File: src/rtl/mrir_pkg.sv
`default_nettype none

package mrir_pkg;

    localparam int FRAME_BYTES = 8;

    // frame byte positions
    localparam logic [2:0] POS_ADDR    = 3'd0;
    localparam logic [2:0] POS_REG_LO  = 3'd3;
    localparam logic [2:0] POS_CRC_LO  = 3'(FRAME_BYTES - 2);
    localparam logic [2:0] POS_CRC_HI  = 3'(FRAME_BYTES - 1);

    localparam logic [15:0] CRC_INIT   = 16'hFFFF;
    localparam logic [15:0] CRC_POLY   = 16'hA001;

    localparam logic [7:0] FUNC_READ_INPUT = 8'h04;
    localparam logic [7:0] REPLY_BYTE_CNT  = 8'h02;
    localparam logic [7:0] CFG_RESET       = 8'h01;

    // result status codes
    localparam logic [2:0] ST_REPLY  = 3'd0;
    localparam logic [2:0] ST_CRC    = 3'd1;
    localparam logic [2:0] ST_REG    = 3'd2;
    localparam logic [2:0] ST_ADDR   = 3'd3;
    localparam logic [2:0] ST_SENSOR = 3'd4;
    localparam logic [2:0] ST_LINE   = 3'd5;

    // configuration register indexes
    localparam logic REG_SLAVE_ADDR = 1'b0;
    localparam logic REG_SERVED     = 1'b1;

    typedef struct packed {
        logic        valid;
        logic [2:0]  status;
        logic [15:0] sensor;
    } mrir_job_t;

    function automatic logic [15:0] crc_feed(input logic [15:0] crc, input logic [7:0] b);
        logic [15:0] c;
        c = crc ^ {8'h00, b};
        for (int k = 0; k < 8; k++)
        begin
            c = c[0] ? ((c >> 1) ^ CRC_POLY) : (c >> 1);
        end
        return c;
    endfunction

endpackage

`default_nettype wire

File: src/rtl/mrir_apb.sv
`default_nettype none

module mrir_apb
    import mrir_pkg::*;
(
    input  wire logic        clk,
    input  wire logic        rst_n,
    input  wire logic        psel,
    input  wire logic        penable,
    input  wire logic        pwrite,
    input  wire logic [2:0]  paddr,
    input  wire logic [31:0] pwdata,
    output logic [31:0]      prdata,
    output logic             pready,
    output logic [7:0]       station_addr,
    output logic [7:0]       served_register
);

    logic [7:0] station_addr_reg;
    logic [7:0] served_register_reg;
    logic       wr_en;

    assign pready = 1'b1;
    assign wr_en  = psel & penable & pwrite & pready;

    always_ff @(posedge clk or negedge rst_n)
    begin
        if (!rst_n)
        begin
            station_addr_reg    <= CFG_RESET;
            served_register_reg <= CFG_RESET;
        end
        else if (wr_en)
        begin
            if (paddr[2] == REG_SLAVE_ADDR)
                station_addr_reg <= pwdata[7:0];
            else
                served_register_reg <= pwdata[7:0];
        end
    end

    always_comb
    begin
        if (paddr[2] == REG_SLAVE_ADDR)
            prdata = {24'h000000, station_addr_reg};
        else
            prdata = {24'h000000, served_register_reg};
    end

    assign station_addr    = station_addr_reg;
    assign served_register = served_register_reg;

endmodule

`default_nettype wire

File: src/rtl/mrir_frame.sv
`default_nettype none

module mrir_frame
    import mrir_pkg::*;
(
    input  wire logic               clk,
    input  wire logic               rst_n,
    input  wire logic               in_valid,
    output logic                    in_stall,
    input  wire logic               kind,
    input  wire logic [7:0]         rx_byte,
    input  wire logic signed [15:0] sensor_reading,
    input  wire logic               sensor_valid,
    input  wire logic [7:0]         station_addr,
    input  wire logic [7:0]         served_register,
    input  wire logic               job_take,
    output mrir_job_t               job
);

    logic        hold_valid_reg;
    logic        hold_valid_next;
    logic        hold_kind_reg;
    logic [7:0]  hold_byte_reg;
    logic [15:0] hold_sensor_reg;
    logic        hold_sensor_ok_reg;

    logic [2:0]  byte_count_reg,  byte_count_next;
    logic [15:0] running_crc_reg, running_crc_next;
    logic        addr_match_reg,  addr_match_next;
    logic [7:0]  register_low_reg, register_low_next;
    logic [7:0]  crc_low_reg,     crc_low_next;

    logic        accept;
    logic        advance;
    logic        has_result;
    logic [2:0]  verdict;

    assign has_result = hold_kind_reg | (byte_count_reg == POS_CRC_HI);
    assign advance    = hold_valid_reg & (~has_result | job_take);
    assign in_stall   = hold_valid_reg & ~advance;
    assign accept     = in_valid & ~in_stall;

    assign hold_valid_next = accept | (hold_valid_reg & ~advance);

    always_ff @(posedge clk or negedge rst_n)
    begin
        if (!rst_n)
            hold_valid_reg <= 1'b0;
        else
            hold_valid_reg <= hold_valid_next;
    end

    always_ff @(posedge clk)
    begin
        if (accept)
        begin
            hold_kind_reg      <= kind;
            hold_byte_reg      <= rx_byte;
            hold_sensor_reg    <= sensor_reading;
            hold_sensor_ok_reg <= sensor_valid;
        end
    end

    // judge the frame on its closing byte, or flag a line error
    always_comb
    begin
        if (hold_kind_reg)
            verdict = ST_LINE;
        else if (!addr_match_reg)
            verdict = ST_ADDR;
        else if (crc_low_reg != running_crc_reg[7:0] || hold_byte_reg != running_crc_reg[15:8])
            verdict = ST_CRC;
        else if (register_low_reg != served_register)
            verdict = ST_REG;
        else if (!hold_sensor_ok_reg)
            verdict = ST_SENSOR;
        else
            verdict = ST_REPLY;
    end

    assign job.valid  = hold_valid_reg & has_result;
    assign job.status = verdict;
    assign job.sensor = hold_sensor_reg;

    always_comb
    begin
        byte_count_next   = byte_count_reg;
        running_crc_next  = running_crc_reg;
        addr_match_next   = addr_match_reg;
        register_low_next = register_low_reg;
        crc_low_next      = crc_low_reg;
        if (advance)
        begin
            if (has_result)
            begin
                // line error or judged frame: start afresh
                byte_count_next   = 3'd0;
                running_crc_next  = CRC_INIT;
                addr_match_next   = 1'b0;
                register_low_next = 8'h00;
                crc_low_next      = 8'h00;
            end
            else if (byte_count_reg == POS_CRC_LO)
            begin
                crc_low_next    = hold_byte_reg;
                byte_count_next = byte_count_reg + 3'd1;
            end
            else
            begin
                if (byte_count_reg == POS_ADDR)
                    addr_match_next = (hold_byte_reg == station_addr);
                if (byte_count_reg == POS_REG_LO)
                    register_low_next = hold_byte_reg;
                running_crc_next = crc_feed(running_crc_reg, hold_byte_reg);
                byte_count_next  = byte_count_reg + 3'd1;
            end
        end
    end

    always_ff @(posedge clk or negedge rst_n)
    begin
        if (!rst_n)
        begin
            byte_count_reg   <= 3'd0;
            running_crc_reg  <= CRC_INIT;
            addr_match_reg   <= 1'b0;
            register_low_reg <= 8'h00;
            crc_low_reg      <= 8'h00;
        end
        else
        begin
            byte_count_reg   <= byte_count_next;
            running_crc_reg  <= running_crc_next;
            addr_match_reg   <= addr_match_next;
            register_low_reg <= register_low_next;
            crc_low_reg      <= crc_low_next;
        end
    end

    a_job_needs_request: assert property (@(posedge clk) disable iff (!rst_n)
        job.valid |-> hold_valid_reg)
        else $error("result job without a held request");

    a_line_error_clears: assert property (@(posedge clk) disable iff (!rst_n)
        (advance && hold_kind_reg) |=> (byte_count_reg == 3'd0 && running_crc_reg == CRC_INIT))
        else $error("frame state not cleared after line error");

    a_stall_only_when_held: assert property (@(posedge clk) disable iff (!rst_n)
        (in_stall && !job_take) |-> job.valid)
        else $error("input stalled without a pending result");

endmodule

`default_nettype wire

File: src/rtl/mrir_tx.sv
`default_nettype none

module mrir_tx
    import mrir_pkg::*;
(
    input  wire logic       clk,
    input  wire logic       rst_n,
    input  wire mrir_job_t  job,
    output logic            job_take,
    input  wire logic [7:0] station_addr,
    output logic            out_valid,
    input  wire logic       out_stall,
    output logic [7:0]      tx_byte,
    output logic            last,
    output logic [2:0]      status
);

    localparam logic [2:0] IDX_ADDR   = 3'd0;
    localparam logic [2:0] IDX_FUNC   = 3'd1;
    localparam logic [2:0] IDX_COUNT  = 3'd2;
    localparam logic [2:0] IDX_VAL_HI = 3'd3;
    localparam logic [2:0] IDX_VAL_LO = 3'd4;
    localparam logic [2:0] IDX_CRC_LO = 3'd5;
    localparam logic [2:0] IDX_CRC_HI = 3'd6;

    logic        busy_reg;
    logic [2:0]  status_reg;
    logic [15:0] sensor_reg;
    logic [2:0]  idx_reg;
    logic [15:0] crc_reg;
    logic        out_accept;
    logic        is_reply;
    logic [7:0]  cur_byte;

    assign is_reply   = (status_reg == ST_REPLY);
    assign out_valid  = busy_reg;
    assign out_accept = busy_reg & ~out_stall;
    assign last       = ~is_reply | (idx_reg == IDX_CRC_HI);
    assign job_take   = ~busy_reg | (out_accept & last);
    assign status     = status_reg;
    assign tx_byte    = is_reply ? cur_byte : 8'h00;

    always_comb
    begin
        case (idx_reg)
            IDX_ADDR:   cur_byte = station_addr;
            IDX_FUNC:   cur_byte = FUNC_READ_INPUT;
            IDX_COUNT:  cur_byte = REPLY_BYTE_CNT;
            IDX_VAL_HI: cur_byte = sensor_reg[15:8];
            IDX_VAL_LO: cur_byte = sensor_reg[7:0];
            IDX_CRC_LO: cur_byte = crc_reg[7:0];
            IDX_CRC_HI: cur_byte = crc_reg[15:8];
            default:    cur_byte = 8'h00;
        endcase
    end

    always_ff @(posedge clk or negedge rst_n)
    begin
        if (!rst_n)
        begin
            busy_reg <= 1'b0;
            idx_reg  <= IDX_ADDR;
        end
        else if (job_take)
        begin
            busy_reg <= job.valid;
            idx_reg  <= IDX_ADDR;
        end
        else if (out_accept)
        begin
            idx_reg <= idx_reg + 3'd1;
        end
    end

    // crc of the reply builds up as its bytes go out
    always_ff @(posedge clk)
    begin
        if (job_take)
        begin
            status_reg <= job.status;
            sensor_reg <= job.sensor;
            crc_reg    <= CRC_INIT;
        end
        else if (out_accept && idx_reg < IDX_CRC_LO)
        begin
            crc_reg <= crc_feed(crc_reg, cur_byte);
        end
    end

    a_error_single: assert property (@(posedge clk) disable iff (!rst_n)
        (out_valid && status != ST_REPLY) |-> (last && tx_byte == 8'h00))
        else $error("error result not single");

    a_idx_range: assert property (@(posedge clk) disable iff (!rst_n)
        busy_reg |-> (idx_reg <= IDX_CRC_HI))
        else $error("reply index out of range");

    a_drain: assert property (@(posedge clk) disable iff (!rst_n)
        (out_accept && last && !job.valid) |=> !busy_reg)
        else $error("output still valid after final result");

endmodule

`default_nettype wire

File: src/rtl/modbus_rtu_input_register_responder.sv
// An accepted request is registered in the frame hold register, then taken by
// the reply stage. Throughput: one request per cycle while no result is
// pending; a good frame gives seven reply bytes, one per cycle while
// out_stall is low, others one zero byte; another request is held meanwhile.
// Reset: asynchronous, clears the frame state and pending results and sets
// both configuration registers to 1.
`default_nettype none

module modbus_rtu_input_register_responder
    import mrir_pkg::*;
(
    input  wire logic               clk,
    input  wire logic               rst_n,
    input  wire logic               psel,
    input  wire logic               penable,
    input  wire logic               pwrite,
    input  wire logic [2:0]         paddr,
    input  wire logic [31:0]        pwdata,
    output logic [31:0]             prdata,
    output logic                    pready,
    input  wire logic               in_valid,
    output logic                    in_stall,
    input  wire logic               kind,
    input  wire logic [7:0]         rx_byte,
    input  wire logic signed [15:0] sensor_reading,
    input  wire logic               sensor_valid,
    output logic                    out_valid,
    input  wire logic               out_stall,
    output logic [7:0]              tx_byte,
    output logic                    last,
    output logic [2:0]              status
);

    logic [7:0] station_addr;
    logic [7:0] served_register;
    mrir_job_t  job;
    logic       job_take;

    mrir_apb u_apb (
        .clk             (clk),
        .rst_n           (rst_n),
        .psel            (psel),
        .penable         (penable),
        .pwrite          (pwrite),
        .paddr           (paddr),
        .pwdata          (pwdata),
        .prdata          (prdata),
        .pready          (pready),
        .station_addr    (station_addr),
        .served_register (served_register)
    );

    mrir_frame u_frame (
        .clk             (clk),
        .rst_n           (rst_n),
        .in_valid        (in_valid),
        .in_stall        (in_stall),
        .kind            (kind),
        .rx_byte         (rx_byte),
        .sensor_reading  (sensor_reading),
        .sensor_valid    (sensor_valid),
        .station_addr    (station_addr),
        .served_register (served_register),
        .job_take        (job_take),
        .job             (job)
    );

    mrir_tx u_tx (
        .clk           (clk),
        .rst_n         (rst_n),
        .job           (job),
        .job_take      (job_take),
        .station_addr  (station_addr),
        .out_valid     (out_valid),
        .out_stall     (out_stall),
        .tx_byte       (tx_byte),
        .last          (last),
        .status        (status)
    );

endmodule

`default_nettype wire
File: config.mk
export PLATFORM = sky130hd
export DESIGN_NAME = modbus_rtu_input_register_responder
export DESIGN_NICKNAME = d
export VERILOG_FILES = /design/src/rtl/mrir_pkg.sv /design/src/rtl/mrir_apb.sv /design/src/rtl/mrir_frame.sv /design/src/rtl/mrir_tx.sv /design/src/rtl/modbus_rtu_input_register_responder.sv
export SDC_FILE = /design/constraint.sdc
export NUM_CORES = 1
export LEC_CHECK = 0
export ABC_AREA = 1
export BUFFER_PORTS_ARGS = -buffer_cell sky130_fd_sc_hd__buf_2
export CORE_ASPECT_RATIO = 1.1
export CORE_MARGIN = 2
export CORE_UTILIZATION = 56
export DETAILED_ROUTE_END_ITERATION = 8
export PLACE_DENSITY = 0.84
export SLEW_MARGIN = 20
export SYNTH_ARGS = -nofsm -noshare
export SYNTH_HDL_FRONTEND = slang
export SYNTH_SLANG_ARGS = --single-unit
File: constraint.sdc
create_clock -name clk -period 3.1 [get_ports clk]
set_input_delay 0.62 -clock clk [delete_from_list [all_inputs] [get_ports clk]]
set_output_delay 0.62 -clock clk [all_outputs]
set_load 0.05 [all_outputs]
Word level (Yosys, flattened, before mapping)
Cells that the tools add are included.

cells by class
  order comparisons = 1
  reduce and logical (&&, ||, !) cells = 16
  bitwise logic cells = 39
  add/subtract/negate cells = 2
  multiplexer cells = 36
  equal/unequal tests = 14

operators with widths
  operator                                                         number
  16-bit two-way mux                                               18
  8-bit two-way mux                                                7
  8-bit one-hot mux with 7 select lines                            1
  2-bit NOT with 3-bit output                                      16
  16-bit by 8-bit bitwise XOR with 16-bit output                   2
  8-bit != test                                                    3
  3-bit two-way mux                                                7
  3-bit == test, second input constant                             5
  3-bit by 2-bit == test with 1-bit output, second input constant  3
  3-bit zero test                                                  3
  1-bit AND                                                        8
  8-bit == test                                                    1
  1-bit NOT                                                        8
  2-bit AND reduction                                              4
  2-bit nonzero test                                               4
  3-bit by 1-bit adder with 3-bit output, second input constant    2
  3-bit AND reduction                                              2
  1-bit bitwise OR                                                 5
  3-bit by 1-bit == test with 1-bit output, second input constant  1
  3-bit less-than comparator, second input constant                1
  1-bit two-way mux                                                3
  3-bit OR reduction                                               1
  2-bit by 1-bit != test with 1-bit output, second input constant  1
  1-bit logical AND                                                1
  1-bit logical OR                                                 1

storage, ports and cells
  register bits after elaboration = 118
  input port bits = 68
  word-level logic and storage cells = 126

Depth between registers and ports, before layout
  depth after elaboration = 19
  gate-level depth with buffers = 19
  gate-level depth less buffers = 19

Hierarchy
A second synthesis with hierarchy kept.

unflattened totals
  cells, all modules = 762
  area total of the unflattened synthesis = 6542.5 µm²

by module, submodules not included
  module      cells an instance  area each (µm²)  instances
  mrir_frame  343                3229.3           1
  mrir_tx     294                2361.0           1
  mrir_apb    125                952.2            1

Worst setup path before layout
Ideal clock, no wire load.

  path kind = register to output
  from = reg u_tx.status_reg[1], in the netlist u_tx.status[1]
  to = out in_stall
  slack = 0.247 ns
  path buffers = 0
  stages on the path, launching flop included = 8
  data arrival time = 2.233 ns
  cells stage by stage = edfxtp_1 -> nor3_1 -> inv_2 -> nor2_2 -> o21ai_4 -> inv_2 -> nand2_1 -> nor2_1

between the ends
  longest elaborated chain between the ends = 9

ends and longest elaborated chain
  item                      line                                       RTL
  start: declaration        mrir_tx.sv:27                              logic [2:0] status_reg;
  start signal: assignment  mrir_tx.sv:80                              status_reg <= job.status;
  3-bit zero test           mrir_tx.sv:35                              assign is_reply = (status_reg == ST_REPLY);
  1-bit NOT                 mrir_tx.sv:38                              assign last = ~is_reply | (idx_reg == IDX_CRC_HI);
  1-bit bitwise OR          mrir_tx.sv:38
  1-bit AND                 mrir_tx.sv:39                              assign job_take = ~busy_reg | (out_accept & last);
  1-bit bitwise OR          mrir_tx.sv:39
  1-bit bitwise OR          mrir_frame.sv:39                           assign advance = hold_valid_reg & (~has_result | job_take);
  1-bit AND                 mrir_frame.sv:39
  1-bit NOT                 mrir_frame.sv:40                           assign in_stall = hold_valid_reg & ~advance;
  1-bit AND                 mrir_frame.sv:40
  end: declaration          modbus_rtu_input_register_responder.sv:22  output logic in_stall,

No other way between the ends.

Worst setup path after layout
  from = reg u_tx.idx_reg[0]
  to = out tx_byte[2]

between the ends
  longest elaborated chain between the ends = 3

ends and longest elaborated chain
  item                                         line                                       RTL
  start: declaration                           mrir_tx.sv:29                              logic [2:0] idx_reg;
  start signal: assignment                     mrir_tx.sv:71                              idx_reg <= idx_reg + 3'd1;
  3-bit == test, or another cell as far along  mrir_tx.sv:45                              case (idx_reg)
  8-bit one-hot mux with 7 select lines (*)    mrir_tx.sv:45
  8-bit two-way mux (*)                        mrir_tx.sv:41                              assign tx_byte = is_reply ? cur_byte : 8'h00;
  end: declaration                             modbus_rtu_input_register_responder.sv:29  output logic [7:0] tx_byte,

Every way passes the cells marked *; elsewhere a longest branch is shown, timed or not.

==> summary.md <==
| Metric | Value |
|---|---|
| Status | `finished, final reports clean` |
| Via-per-instance ratio | `5.52` |
| Die Wd | `105 µm` |
| Post-Synth Simple-Gate Area | `0.211` |
| Crit-path cells | `inv_1 -> ha_1 -> inv_1 -> nor2_1 -> nand2_1 -> nand3_2 -> nor2_2 -> nor2_1 -> buf_2` |
| Commonest non-fill, non-tap cells in the layout | `nand2_1, inv_1, buf_2` |
| Top Metal Used | `met4` |
| R2r startpoint | `u_tx.idx_reg[0]` |
| Hold Vio Cnt, Final | `0` |
| Port bufs | `63` |
| Vias in the first global route | `4965` |
| Required time worst endpoint | `2.48 ns` |
| Avg WL per Cell | `15.8 µm` |
| Clk pin slew, worst setup/hold paths | `0.05 ns` |
| Crit path max-delay cell type | `ha_1` |
| Core area | `10900 µm²` |
| Rows | `40` |
| P_leak | `3.44 nW` |
| Total power | `5.30 mW` |
| Max Fclk | `337 MHz` |
| Num CTS Buffers | `17` |
| Warnings from Yosys | `0` |
| CTS H-tree lvls | `4` |
| Routed wl met2 | `6880 µm` |
| Post-DP HPWL | `10300 µm` |
| Worst R2R Setup Slack | `0.47 ns` |
| Peak VDD IR | `0.648 mV` |
| Final setup viols | `0` |
| Post-route clock period utilization | `0.958` |
| Post-route antenna net violation count | `0` |
| Least-Margin Pin Slew | `0.724 ns` |
| FFs w/ async S/R, synth | `0.483` |
| Xor/xnor share of the synthesized area | `0.0506` |
| Die height | `115 µm` |
| DRT met1 WL | `5930 µm` |
| Crit path max-delay family | `buffers and inverters` |
| CP Buf/Inv Count | `3` |
| DR WL met3 | `1180 µm` |
| R2R cell count | `15` |
| Post-Syn Area per Cell | `9.07 µm²` |
| Slowest stage delay, CP | `0.49 ns` |
| Top_reg_cell synth | `edfxtp_1` |
| Setup WS post-layout | `0.132 ns` |
| Crit Path Category | `flip-flop to primary output` |
| Routability cong. | `0.914` |
| Initial antenna violation count | `0` |
| Post-synthesis compound-gate area fraction | `0.102` |
| First-pass GRT wire length | `23900 µm` |
| N_diodes | `0` |
| DIE AREA | `12000 µm²` |
| Total GRT Usage | `0.255` |
| P per Cell Area | `738 nW/µm²` |
| CTS max path bufs | `2` |
| Crit path from | `u_tx.idx_reg[0]` |
| Sequential Area | `3120 µm²` |
| DRC | `0` |
| Worst-Skew Late Latency | `0.41 ns` |
| Layout overhead on the synthesized area | `15.1%` |
| Pre-CTS WS | `0.485 ns` |
| Via Count | `5087` |
| Slew HR | `0.517` |
| Worst Hold Class | `input pin to asynchronous set/reset pin` |
| Non-filler cells, final | `922` |
| Starting density of the core | `0.571` |
| Setup crit end kind | `primary output` |
| RSZ-0062 raised after global routing | `no` |
| Commonest non-fill, non-tap cell in the layout | `nand2_1` |
| Max-cap violations | `0` |
| Layout cell share with drive strength beyond 1 | `0.230` |
| IO Pins | `115` |
| Pin count of the biggest net entering global routing | `33` |
| Fin util | `0.658` |
| Clock tree root buffer cell | `clkbuf_16` |
| Multi-input logic area | `2640 µm²` |
| Crit-path max FO | `11` |
| Dpl cells | `891` |
| Setup TNS | `0 ns` |
| Minimum clock period | `2.97 ns` |
| Worst path arrival time | `2.35 ns` |
| Clock skew | `0.00652 ns` |
| Fillcell total | `841` |
| CTS tree | `built` |
| Initial DRC Count | `441` |
| Largest family of logic cells by synthesized area | `simple AND/OR/NAND/NOR gates` |
| Final net count | `841` |
| FF-to-FF End | `u_tx.crc_reg[15]` |
| Startpoint Class | `flip-flop` |
| Post-synthesis cell type count | `53` |
| Post-synth EDFFs | `45` |
| Post-synthesis adder-cell area fraction | `0.0201` |
| Sequential area share after synthesis | `0.501` |
| Fin. max-slew vios | `0` |
| DRT Pass-1 Iters | `5` |
| Mapped cell area | `6230 µm²` |
| Routed WL | `14600 µm` |
| Post-Synthesis Cells | `687` |
| #FFs+latches synth | `118` |
| Mux cell area share after synthesis | `0.0247` |
| Total grt overflow | `0` |
| # clock sinks | `118` |
metrics by stage:
step	hold slack, ns	cell area (µm²)
after CTS	0.283	7170
after detailed placement	0.405	6640
after floorplan	0.324	6320
after global routing	0.316	7180
after global placement	0.404	6640
final	0.269	7180
power breakdown:
group | switching (mW) | leakage, nW | internal, mW | total (mW)
sequential | 0.207 | 1.27 | 1.92 | 2.12
combinational | 0.916 | 1.91 | 0.508 | 1.42
clock | 0.673 | 0.261 | 1.08 | 1.75
layout make-up:
cell class | instances | share of cell area
Inverter | 78 | 0.0418
Timing Repair Buffer | 73 | 0.0565
Clock inverter | 12 | 0.0124
Tap cell | 147 | 0.0256
Sequential cell | 118 | 0.435
Clock buffer | 19 | 0.0603
Multi-Input combinational cell | 475 | 0.368
how the worst max path moves through the flow:
stage / end / slack [ns] / cells after the start
final: tx_byte[2] / 0.13 / 9
after global routing: tx_byte[2] / 0.02 / 9
after CTS: in_stall / 0.07 / 10
after detailed placement: u_frame.register_low_reg[1] / 0.48 / 12
after global placement: u_frame.register_low_reg[0] / 0.58 / 12
after floorplan: in_stall / 0.25 / 7
Yosys cell counts, types with 2 or more instances:
cell type	instances	area share
xor2_1	15	0.021
nand4_1	4	0.0040
inv_1	71	0.043
xnor2_1	21	0.030
a2111oi_0	2	0.0028
clkinv_1	2	0.0012
inv_2	3	0.0018
a22oi_1	8	0.0096
o21ai_0	39	0.031
nand3_1	41	0.033
nand2_1	153	0.092
buf_4	28	0.034
nand2_2	21	0.021
o211ai_1	9	0.011
a21oi_1	18	0.014
dfxtp_1	16	0.051
o21ai_1	15	0.012
nor2_2	7	0.0070
dfrtp_1	39	0.16
clkbuf_1	8	0.0048
dfstp_2	18	0.076
mux2_4	8	0.019
ha_1	10	0.020
buf_2	2	0.0016
edfxtp_1	45	0.22
o22ai_1	9	0.0090
or2_2	3	0.0030
nand3_2	4	0.0064
mux2_2	3	0.0054
conb_1	2	0.0012
nand2_4	2	0.0036
nor3_1	2	0.0016
nor2_1	39	0.023
layer usage:
layer / vias to the layer above / track usage
met5: - / 0
met4: 0 / 0.127
met3: 57 / 0.0677
met2: 269 / 0.415
met1: 2391 / 0.317
li1: 2370 / -
what timing repair did:
item / in CTS / in global routing
hold buffers: 0 / 0
endpoints found under the setup margin: 0 / 1
setup buffers: 0 / 0
gates resized for setup: 0 / 3
cells by family after synthesis:
kind of cell               count (synthesis)
other                                      2
DFF                                      118
muxes                                     11
buffers and inverters                    117
xor gates and xnor gates                  36
adders and majority gates                 10
and+or+nand+nor                          286
AOI/OAI and AO/OA                        107
Power figures use the tool's default switching activity.
